### src/dspd_pkg.sv
// Shared constants and types for the dual side PID drive unit.
`timescale 1ns / 1ps

package dspd_pkg;

	localparam int FRAC_BITS_DEF   = 8;
	localparam int TOTAL_WIDTH_DEF = 48;

	localparam int PADDR_W = 4;
	localparam int MAXV_W  = 15;
	localparam logic [MAXV_W-1:0] MAXV_RESET = 15'd25600;

	localparam logic [1:0] REG_LEFT_TARGET  = 2'd0;
	localparam logic [1:0] REG_RIGHT_TARGET = 2'd1;
	localparam logic [1:0] REG_MAX_VELOCITY = 2'd2;

	// floor(x / 3) = (x * RECIP3) >> 33 and floor(x / 5) = (x * RECIP5) >> 34 for x < 2^32
	localparam logic [31:0] RECIP3 = 32'hAAAA_AAAB;
	localparam logic [31:0] RECIP5 = 32'hCCCC_CCCD;

	localparam int ACC_W = 18;

	typedef struct packed {
		logic mv1;
		logic mv2;
		logic mv3;
		logic mv4;
		logic mv5;
	} dspd_adv_t;

endpackage

### src/dspd_cfg.sv
// APB register file: left target, right target and velocity clamp.
`timescale 1ns / 1ps

module dspd_cfg
	import dspd_pkg::*;
(
	input  logic                clk,
	input  logic                arst_n,
	input  logic                psel,
	input  logic                penable,
	input  logic                pwrite,
	input  logic [PADDR_W-1:0]  paddr,
	input  logic [31:0]         pwdata,
	output logic [31:0]         prdata,
	output logic                pready,
	output logic signed [31:0]  left_target,
	output logic signed [31:0]  right_target,
	output logic [MAXV_W-1:0]   max_velocity
);

	logic       wr_en;
	logic [1:0] reg_idx;

	logic signed [31:0] left_target_q;
	logic signed [31:0] right_target_q;
	logic [MAXV_W-1:0]  max_velocity_q;

	assign pready  = 1'b1;
	assign wr_en   = psel & penable & pwrite & pready;
	assign reg_idx = paddr[3:2];

	always_ff @(posedge clk or negedge arst_n) begin
		if (!arst_n) begin
			left_target_q  <= '0;
			right_target_q <= '0;
			max_velocity_q <= MAXV_RESET;
		end else if (wr_en) begin
			case (reg_idx)
				REG_LEFT_TARGET:  left_target_q  <= pwdata;
				REG_RIGHT_TARGET: right_target_q <= pwdata;
				REG_MAX_VELOCITY: max_velocity_q <= pwdata[MAXV_W-1:0];
				default: ;
			endcase
		end
	end

	always_comb begin
		case (reg_idx)
			REG_LEFT_TARGET:  prdata = left_target_q;
			REG_RIGHT_TARGET: prdata = right_target_q;
			REG_MAX_VELOCITY: prdata = {{(32-MAXV_W){1'b0}}, max_velocity_q};
			default:          prdata = '0;
		endcase
	end

	assign left_target  = left_target_q;
	assign right_target = right_target_q;
	assign max_velocity = max_velocity_q;

endmodule

### config.mk
export PLATFORM = sky130hd
export DESIGN_NAME = dspd_cfg
export DESIGN_NICKNAME = d
export VERILOG_FILES = /design/src/dspd_pkg.sv /design/src/dspd_cfg.sv
export SDC_FILE = /design/constraint.sdc
export NUM_CORES = 1
export LEC_CHECK = 0
export BUFFER_PORTS_ARGS = -buffer_cell sky130_fd_sc_hd__buf_4
export CAP_MARGIN = 20
export CORE_UTILIZATION = 45
export DETAILED_ROUTE_END_ITERATION = 8
export PLACE_DENSITY = 0.87
export SLEW_MARGIN = 20
export SYNTH_ARGS = -nofsm -noshare
export SYNTH_HDL_FRONTEND = slang
export SYNTH_SLANG_ARGS = --single-unit
### constraint.sdc
create_clock -name clk -period 2.2 [get_ports clk]
set_clock_uncertainty 0.2 [all_clocks]
set_input_delay 0.44 -clock clk [delete_from_list [all_inputs] [get_ports clk]]
set_output_delay 0.44 -clock clk [all_outputs]
set_load 0.01 [all_outputs]
==> results.sh <==
export IMPL_grt_pass1_vias=2873
export IMPL_yosys_warnings=0
export IMPL_vias=2740
export IMPL_hold_slack_ns=0.1302
export IMPL_dp_hpwl_mm=6.682
export IMPL_netlist_area_um2=3659
export IMPL_min_period_over_period_pct=91.74
export IMPL_min_period_ns=2.018
export IMPL_nNetsFinal=462
export IMPL_ys_types=19
export IMPL_postCtsSetupBuffers=0
export IMPL_critical_path_arrival_ns=1.38
export IMPL_wire_per_inst_um=17.21
export IMPL_drc=0
export IMPL_path_common_cell="buf_4"
export IMPL_cpLargestDelayFamily="buffers and inverters"
export IMPL_fmax_mhz=495.5
export IMPL_ys_seq_area_share_pct=54.14
export IMPL_clk_path_buf_depth=2
export IMPL_startpoint_type="input port"
export IMPL_path_max_fanout=15
export IMPL_hold_violations=0
export IMPL_yosys_area_top_type="dfrtp_1"
export IMPL_fp_dieH_um=92.17
export IMPL_finalNonFillerCells=528
export IMPL_port_buffers=149
export IMPL_core_um2=7807
export IMPL_run_status="finished, final reports clean"
export IMPL_grt_pass1_wl_mm=14.59
export IMPL_synth_area_top_cells="dfrtp_1, mux2_2, mux2_4, mux2i_1, dfstp_2"
export IMPL_yosysMostFrequentCell="dfrtp_1"
export IMPL_ys_ff_latch=79
export IMPL_synth_edf_count=0
export IMPL_grt_usage_pct=22.50
export IMPL_drv_cap=0
export IMPL_crit_buf_inv=3
export IMPL_design_die_area_um2=8494
export IMPL_synthArstFlopShare_pct=100.0
export IMPL_synth_main_ff_cell="dfrtp_1"
export IMPL_fp_dieW_um=92.17
export IMPL_leakage_nw=2.681
export IMPL_rsz0062_at_grt="no"
export IMPL_h_tree_depth=3
export IMPL_vdd_drop_max_v=0.0005052
export IMPL_cpPeakStageDelay_ns=0.21
export IMPL_cts_buffers=9
export IMPL_diodes=0
export IMPL_tns_ns=0
export IMPL_drive_gt1_share_pct=62.44
export IMPL_grt_antenna_before_repair=0
export IMPL_cp_cell_sequence="buf_4, nor2b_1, buf_4, nand2_1, o21ai_0, buf_4"
export IMPL_dp_cells=511
export IMPL_critical_path_class="input port to output port"
export IMPL_clk_latency_ns=0.34
export IMPL_ant_nets=0
export IMPL_crit_path_top_delay_cell="buf_4"
export IMPL_syn_area_per_cell_um2=14.02
export IMPL_gr_total_overflow=0
export IMPL_hold_class="input port to register"
export IMPL_cts_tree="built"
export IMPL_synth_nets=302
export IMPL_ios=153
export IMPL_cts_resized=0
export IMPL_slew_viol_final=0
export IMPL_worstPathRequired_ns=1.56
export IMPL_rows=32
export IMPL_synthCells=261
export IMPL_cp_end_kind="output port"
export IMPL_drt_total_wl_mm=9.085
export IMPL_yosysTopAreaCellShare_pct=51.98
export IMPL_synth_commonest_cells="dfrtp_1, mux2_2, mux2i_1, mux2_4, nor2_1"
export IMPL_initial_core_util_pct=46.86
export IMPL_first_iter_violations=89
export IMPL_cts_sinks=79
export IMPL_grt_max_degree=37
export IMPL_vias_per_cell=5.189
export IMPL_drt_pass1_iter_count=4
export IMPL_cts_reportedPaths_clkPinSlew_ns=0.08
export IMPL_clockRootBuffer="clkbuf_8"
export IMPL_area_delta_synth_final_pct=42.72
export IMPL_pwr_density_cell_nw_per_um2=950.2
export IMPL_place_congestion=0.7800
export IMPL_finalSetupViolations=0
[sequential cells by signal, summed over array words and instances, names as in the netlist]
register      count
left_target      32
max_velocity     15
right_target     32
[cells by family after synthesis]
| group | Yosys count | synth area share, % |
|---|---|---|
| muxes | 111 | 36.15 |
| other | 1 | 0.1025 |
| and+or+nand+nor | 37 | 4.583 |
| DFF | 79 | 54.14 |
| buffers and inverters | 18 | 2.975 |
| AOI/OAI and AO/OA | 15 | 2.052 |
[through the flow]
step / setup slack, ns / power (mW) / cell area (µm²) / util, %
detailed placement: 0.1458 / 3.761 / 4980 / 63.78
finish: 0.1818 / 4.961 / 5221 / 66.88
global route: 0.1082 / 5.219 / 5221 / 66.88
CTS: 0.2001 / 5.002 / 5221 / 66.88
global placement: 0.1701 / 3.691 / 4980 / 63.78
floorplan: 0.1824 / 2.821 / 3659 / -
[where the power goes]
| group | switching [mW] | internal (mW) |
|---|---|---|
| Sequential | 0.291 | 1.80 |
| Clock | 0.537 | 0.699 |
| Combinational | 0.646 | 0.986 |
| Total | 1.47 | 3.49 |
[final cells by class]
type / count / area [µm²]
Sequential cell: 79 / 1981
Clock buffer: 11 / 151.4
Tap cell: 102 / 127.6
Fill cell: 591 / 2586
Timing Repair Buffer: 167 / 1306
Clock inverter: 5 / 80.08
Multi-Input combinational cell: 164 / 1575
[timing repair]
action / in CTS / in global routing
endpoints found under the hold margin: 18 / 0
setup endpoints to repair: 0 / 0
hold buffers: 1 / 0
[layer usage]
layer  routed length (µm)  GRT usage, %  up-vias
li1                     -             -     1234
met1                 3743         26.81     1374
met2                 4605         38.62      113
met3                  495         4.643       19
met4                  241         11.07        0
met5                    0             0        -
[placed cells by master, fill, tap and decap left out, drive strengths merged]
cell,count
nor3,1
nor2,17
dlygate4sd3,1
mux2i,32
nor3b,1
mux2,79
nand2,15
clkbuf,11
clkinvlp,2
nor2b,1
dfstp,3
conb,1
o21ai,15
buf,166
dfrtp,76
or3b,1
clkinv,1
bufinv,2
nand3,1
[final timing paths]
| check | slack (ns) | cells past startpoint | start | end |
|---|---|---|---|---|
| max | 0.18 | 6 | paddr[3] | prdata[5] |
| min | 0.13 | 2 | pwdata[28] | left_target[28] |
| max reg2reg | 1.20 | 1 | max_velocity[1] | max_velocity[1] |
| min reg2reg | 0.32 | 1 | left_target[24] | left_target[24] |
| max in group asynchronous | 0.84 | 3 | arst_n | left_target[26] |
| min in group asynchronous | 0.35 | 2 | arst_n | left_target[10] |
No activity file was read; power rests on OpenSTA's default activity.
