--- config.mk ---
export PLATFORM = sky130hd
export DESIGN_NAME = dspd_side
export DESIGN_NICKNAME = d
export VERILOG_FILES = /design/src/dspd_pkg.sv /design/src/dspd_side.sv
export SDC_FILE = /design/constraint.sdc
export NUM_CORES = 2
export LEC_CHECK = 0
export BUFFER_PORTS_ARGS = -buffer_cell sky130_fd_sc_hd__buf_2
export CAP_MARGIN = 20
export CORE_MARGIN = 3
export CORE_UTILIZATION = 30
export CTS_CLUSTER_DIAMETER = 100
export CTS_CLUSTER_SIZE = 16
export DETAILED_ROUTE_END_ITERATION = 8
export HOLD_SLACK_MARGIN = 0.05
export PLACE_DENSITY_LB_ADDON = 0.12
export SETUP_SLACK_MARGIN = 0.02
export SLEW_MARGIN = 20
export SYNTH_ARGS = -nofsm -noshare
export SYNTH_HDL_FRONTEND = slang
export SYNTH_SLANG_ARGS = --single-unit
--- constraint.sdc ---
create_clock -name clk -period 10.8 [get_ports clk]
set_input_delay 1.62 -clock clk [delete_from_list [all_inputs] [get_ports clk]]
set_output_delay 1.62 -clock clk [all_outputs]
set_load 0.02 [all_outputs]
--- src/dspd_pkg.sv ---
// Shared constants and types for the dual side PID drive unit.
`timescale 1ns / 1ps

package dspd_pkg;

	localparam int FRAC_BITS_DEF   = 8;
	localparam int TOTAL_WIDTH_DEF = 48;

	localparam int PADDR_W = 4;
	localparam int MAXV_W  = 15;
	localparam logic [MAXV_W-1:0] MAXV_RESET = 15'd25600;

	localparam logic [1:0] REG_LEFT_TARGET  = 2'd0;
	localparam logic [1:0] REG_RIGHT_TARGET = 2'd1;
	localparam logic [1:0] REG_MAX_VELOCITY = 2'd2;

	// floor(x / 3) = (x * RECIP3) >> 33 and floor(x / 5) = (x * RECIP5) >> 34 for x < 2^32
	localparam logic [31:0] RECIP3 = 32'hAAAA_AAAB;
	localparam logic [31:0] RECIP5 = 32'hCCCC_CCCD;

	localparam int ACC_W = 18;

	typedef struct packed {
		logic mv1;
		logic mv2;
		logic mv3;
		logic mv4;
		logic mv5;
	} dspd_adv_t;

endpackage

--- src/dspd_side.sv ---
// One side of the PID loop: error, saturating total, constant divides, clamp.
`timescale 1ns / 1ps

module dspd_side
	import dspd_pkg::*;
#(
	parameter int TOTAL_WIDTH = TOTAL_WIDTH_DEF
) (
	input  logic               clk,
	input  logic               arst_n,
	input  dspd_adv_t          adv,
	input  logic               restart_s1,
	input  logic signed [31:0] front_s1,
	input  logic signed [31:0] back_s1,
	input  logic signed [31:0] target,
	input  logic [MAXV_W-1:0]  max_velocity,
	output logic signed [15:0] drive
);

	localparam int TW = TOTAL_WIDTH;
	localparam logic signed [TW-1:0] TOT_MAX = {1'b0, {(TW-1){1'b1}}};
	localparam logic signed [TW-1:0] TOT_MIN = {1'b1, {(TW-1){1'b0}}};
	localparam logic signed [32:0] ACC_HI = 33'sd131071;
	localparam logic signed [32:0] ACC_LO = -33'sd131072;

	// stage 1: average and error
	logic signed [32:0] pos_sum;
	logic signed [32:0] avg_adj;
	logic signed [31:0] avg;
	logic signed [32:0] err;

	logic signed [32:0] err_s2;
	logic               rst_s2;

	// stage 2: error total loop and magnitudes
	logic signed [TW-1:0] tot_q;
	logic signed [TW-1:0] tot_pre;
	logic signed [TW:0]   tot_sum;
	logic signed [TW-1:0] tot_next;
	logic [32:0]          err_mag;
	logic [TW-1:0]        tot_mag;
	logic [63:0]          tot_mag64;
	logic [31:0]          tot_cap;

	logic [31:0] em_s3;
	logic        eneg_s3;
	logic [31:0] tx_s3;
	logic        tneg_s3;
	logic        rst_s3;

	// stage 3: reciprocal multiplies
	logic [63:0] prod3;
	logic [63:0] prod5;

	logic [30:0] q6_s4;
	logic [29:0] q20_s4;
	logic        eneg_s4;
	logic        tneg_s4;
	logic        rst_s4;

	// stage 4: combine and saturate
	logic signed [32:0] p6;
	logic signed [32:0] p20;
	logic signed [32:0] acc_sum;
	logic signed [ACC_W-1:0] acc;

	logic signed [ACC_W-1:0] acc_s5;
	logic                    rst_s5;

	// stage 5: velocity loop
	logic signed [16:0] vc_q;
	logic signed [15:0] prev_q;
	logic signed [16:0] vc_use;
	logic signed [15:0] pv_use;
	logic signed [16:0] vc_adj;
	logic signed [16:0] vc_div;
	logic signed [18:0] raw;
	logic signed [18:0] vmax;
	logic signed [18:0] vmin;
	logic signed [18:0] vel;
	logic signed [16:0] vc_next;

	assign pos_sum = {front_s1[31], front_s1} + {back_s1[31], back_s1};
	assign avg_adj = pos_sum + {32'd0, pos_sum[32]};
	assign avg     = avg_adj[32:1];
	assign err     = {target[31], target} - {avg[31], avg};

	always_ff @(posedge clk) begin
		if (adv.mv1) begin
			err_s2 <= err;
			rst_s2 <= restart_s1;
		end
	end

	assign tot_pre  = rst_s2 ? '0 : tot_q;
	assign tot_sum  = {tot_pre[TW-1], tot_pre} + {{(TW-32){err_s2[32]}}, err_s2};
	assign tot_next = (tot_sum[TW] != tot_sum[TW-1]) ? (tot_sum[TW] ? TOT_MIN : TOT_MAX)
		: tot_sum[TW-1:0];

	assign err_mag   = err_s2[32] ? 33'(-err_s2) : err_s2;
	assign tot_mag   = tot_pre[TW-1] ? TW'(-tot_pre) : tot_pre;
	assign tot_mag64 = 64'(tot_mag);
	// hold large totals at a value that still saturates the sum
	assign tot_cap   = (|tot_mag64[63:34]) ? '1 : tot_mag64[33:2];

	always_ff @(posedge clk or negedge arst_n) begin
		if (!arst_n) begin
			tot_q <= '0;
		end else if (adv.mv2) begin
			tot_q <= tot_next;
		end
	end

	always_ff @(posedge clk) begin
		if (adv.mv2) begin
			em_s3   <= err_mag[32:1];
			eneg_s3 <= err_s2[32];
			tx_s3   <= tot_cap;
			tneg_s3 <= tot_pre[TW-1];
			rst_s3  <= rst_s2;
		end
	end

	assign prod3 = 64'(em_s3) * 64'(RECIP3);
	assign prod5 = 64'(tx_s3) * 64'(RECIP5);

	always_ff @(posedge clk) begin
		if (adv.mv3) begin
			q6_s4   <= prod3[63:33];
			q20_s4  <= prod5[63:34];
			eneg_s4 <= eneg_s3;
			tneg_s4 <= tneg_s3;
			rst_s4  <= rst_s3;
		end
	end

	assign p6      = eneg_s4 ? -{2'b00, q6_s4} : {2'b00, q6_s4};
	assign p20     = tneg_s4 ? -{3'b000, q20_s4} : {3'b000, q20_s4};
	assign acc_sum = p6 + p20;

	always_comb begin
		if (acc_sum > ACC_HI) begin
			acc = ACC_HI[ACC_W-1:0];
		end else if (acc_sum < ACC_LO) begin
			acc = ACC_LO[ACC_W-1:0];
		end else begin
			acc = acc_sum[ACC_W-1:0];
		end
	end

	always_ff @(posedge clk) begin
		if (adv.mv4) begin
			acc_s5 <= acc;
			rst_s5 <= rst_s4;
		end
	end

	assign vc_use = rst_s5 ? '0 : vc_q;
	assign pv_use = rst_s5 ? {1'b0, max_velocity} : prev_q;
	assign vc_adj = vc_use + (vc_use[16] ? 17'sd7 : 17'sd0);
	assign vc_div = vc_adj >>> 3;
	assign raw    = {acc_s5[ACC_W-1], acc_s5} - {{2{vc_div[16]}}, vc_div};
	assign vmax   = {4'b0000, max_velocity};
	assign vmin   = -vmax;

	always_comb begin
		if (raw > vmax) begin
			vel = vmax;
		end else if (raw < vmin) begin
			vel = vmin;
		end else begin
			vel = raw;
		end
	end

	assign drive   = vel[15:0];
	assign vc_next = {pv_use[15], pv_use} - {drive[15], drive};

	always_ff @(posedge clk or negedge arst_n) begin
		if (!arst_n) begin
			vc_q   <= '0;
			prev_q <= '0;
		end else if (adv.mv5) begin
			vc_q   <= vc_next;
			prev_q <= drive;
		end
	end

endmodule

==> flow_summary_export.csv <==
group,metric,value,unit
synthesis,synthAdderAreaFrac,49.3,%
synthesis,synth-seq-cells,265,
clock_network,cts_resized,0,
sta,final_hold_viol_count,0,
setup_path,critPathMaxStageDelay,0.91,ns
setup_path,end_kind,"register",
finish,area_delta_synth_final,7.95,%
synthesis,synthMuxAreaShare,1.15,%
synthesis,synth_top_family_by_area,"adder cells",
floorplan,fp.dieArea,0.191,mm2
detailed_routing,drt_iter0_drc,2179,
clock_network,path_clk_slew,0.08,ns
detailed_routing,viasPerCell,4.78,
finish,drive_gt1_share,5.51,%
sta,period_share,87.9,%
setup_path,crit_type,"reg2reg",
synthesis,yosysMostFrequentCell,"inv_1",
detailed_routing,drc,0,
place,gp_congestion,0.893,
setup_path,crit_required,11.34,ns
synthesis,synth_edf_count,184,
sta,fin_skew,0.0244,ns
synthesis,synthesis.nets,7556,
synthesis,synth_flop_cell,"edfxtp_1",
synthesis,synth-async-reset-ratio,30.6,%
floorplan,ios,135,
place,dpl.hpwl,152000,um
min_path,hold_class,"reg2reg",
detailed_routing,vias,39800,
global_routing,grt_antenna_before_repair,10,
floorplan,core.rowCount,157,
detailed_routing,first_pass_iters,5,
clock_network,cts_tree,"done",
global_routing,grt_usage,18.0,%
sta,setup_viol_count_final,0,
place,port-buffer-count,134,
sta,tns,0,ns
clock_network,cts_hold_buf,0,
synthesis,synth_top_area_share,29.2,%
detailed_routing,routed_wl,172000,um
clock_network,cts_buffers,25,
sta,rsz0062_at_grt,"false",
floorplan,fp.dieH,437,um
setup_path,worstPathMaxFanout,14,
synthesis,syn_area_per_cell,9.68,um2
sta,relSlewSlack,19.1,%
setup_path,cp_slowest_cell,"a2111oi_0",
global_routing,grt_pass1_wl,263000,um
floorplan,die_w,437,um
finish,final-seq-area,0.00755,mm2
synthesis,netlist_instances,5743,
sta,min_period,9.49,ns
finish,n_fill_cell,19100,
global_routing,gr-total-overflow,0,
synthesis,yosys.area_share.simple,8.34,%
clock_network,cts_htree_levels,1,
clock_network,cts_setup_buffers,0,
global_routing,grt_max_degree,77,
synthesis,synth_top_area_cell,"fa_1",
clock_network,clockBufferDepth,3,
synthesis,synth.area.top_cells,"fa_1, ha_1, edfxtp_1",
flow_run,maxCapViolCount,0,
synthesis,syn_area,0.0556,mm2
outcome,status,"finished, final reports clean",
synthesis,synth_commonest_cells,"inv_1, ha_1, fa_1, xnor2_1, a21oi_1",
detailed_routing,final_antenna_net_count,0,
finish,nets,7652,
floorplan,coreArea,0.184,mm2
sta,fmax,0.105,GHz
clock_network,clk_latency,0.60,ns
setup_path,critPathLaunchType,"register",
sta,worst_pin_slew,1.21,ns
finish,multi_input_area,0.0427,mm2
synthesis,ys_seq_area_share,13.6,%
clock_network,cts.sinks,265,
setup_path,rrSetupSlack,1.31,ns
sta,drv_slew,0,
detailed_routing,detail_route.wl_per_cell,20.6,um
synthesis,synth_cell_types,97,
global_routing,grt_pass1_vias,42200,
synthesis,synth_compound_area_share,12.1,%
clock_network,cts_root_buf,"clkbuf_16",
floorplan,start_util,30.3,%
synthesis,ys_warn_count,0,
setup_path,critPathArrivalTime,10.02,ns
synthesis,synthXorXnorAreaFrac,5.89,%
cell type report:
cell class              count  share of cell area, %
inverters                1324                   8.28
clock inverters             9                  0.198
multi-input cells        4068                   71.1
well taps                2464                   5.13
flip-flops and latches    265                   12.6
diodes                      5                 0.0208
repair buffers            155                   1.39
clock buffers              37                   1.26
flip-flops by register name, indices dropped and copies added (netlist names):
| signal | count |
|---|---|
| rst_s2 | 1 |
| tx_s3 | 32 |
| rst_s5 | 1 |
| rst_s3 | 1 |
| tneg_s4 | 1 |
| q20_s4 | 30 |
| tot_q | 48 |
| vc_q | 17 |
| q6_s4 | 31 |
| err_s2 | 33 |
| acc_s5 | 18 |
| eneg_s4 | 1 |
| rst_s4 | 1 |
| tneg_s3 | 1 |
| eneg_s3 | 1 |
| em_s3 | 32 |
| prev_q | 16 |
final timing paths:
kind,start,endpoint,cells past startpoint
setup / recovery,vc_q[3],vc_q[15],33
hold / removal,rst_s4,rst_s5,0
setup reg to reg,vc_q[3],vc_q[15],33
hold reg to reg,rst_s4,rst_s5,0
max in group asynchronous,arst_n,tot_q[9],2
min in group asynchronous,arst_n,prev_q[8],1
layout by cell type (no fill, tap or decap), types with 132 or more instances in the layout:
cell type  instances
a21oi_1          228
buf_2            132
edfxtp_1         184
fa_1             810
ha_1             884
inv_1           1324
nand2_1          221
nor2_1           217
o21ai_0          178
xnor2_1          277
logic make-up (layout without fill, tap and decap cells):
logic type | count (synthesis) | after routing
DFF | 265 | 265
other | 0 | 5
AOI/OAI and AO/OA | 1006 | 1006
buffers and inverters | 1410 | 1525
xor gates and xnor gates | 374 | 374
and+or+nand+nor | 923 | 923
muxes | 58 | 58
adders and majority gates | 1707 | 1707
stage by stage:
| stage | util [%] | instance area, um2 | setup slack, ns | cells | hold slack, ns |
|---|---|---|---|---|---|
| after floorplan | - | 55600 | 2.69 | 5743 | 0.400 |
| after CTS | 32.7 | 60000 | 1.35 | 8322 | 0.424 |
| after global routing | 32.7 | 60000 | 0.424 | 8323 | 0.443 |
| final | 32.7 | 60000 | 1.31 | 8327 | 0.420 |
| after detailed placement | 32.2 | 59200 | 1.40 | 8276 | 0.406 |
| after global placement | 32.2 | 59200 | 1.51 | 8276 | 0.408 |
critical path: cells and delay by family (launching register included):
family                   cells  cell delay, ns
adder cells (fa/ha/maj)      3            0.92
flip-flops                   1            0.41
AND/OR/NAND/NOR             14            3.44
AO/OA/AOI/OAI               13            3.66
multiplexers                 1            0.49
XOR/XNOR                     2            0.48
per-layer routing:
| layer | vias up | GRT usage (%) | wire, um |
|---|---|---|---|
| met2 | 725 | 29.3 | 78200 |
| met1 | 19700 | 25.8 | 83500 |
| li1 | 19200 | - | - |
| met5 | - | 0 | 69 |
| met3 | 127 | 2.32 | 6860 |
| met4 | 10 | 3.06 | 3300 |
Power is left out: the tool's default activity adds up to more than one toggle a clock period on the data nets, which glitch-free logic cannot reach.
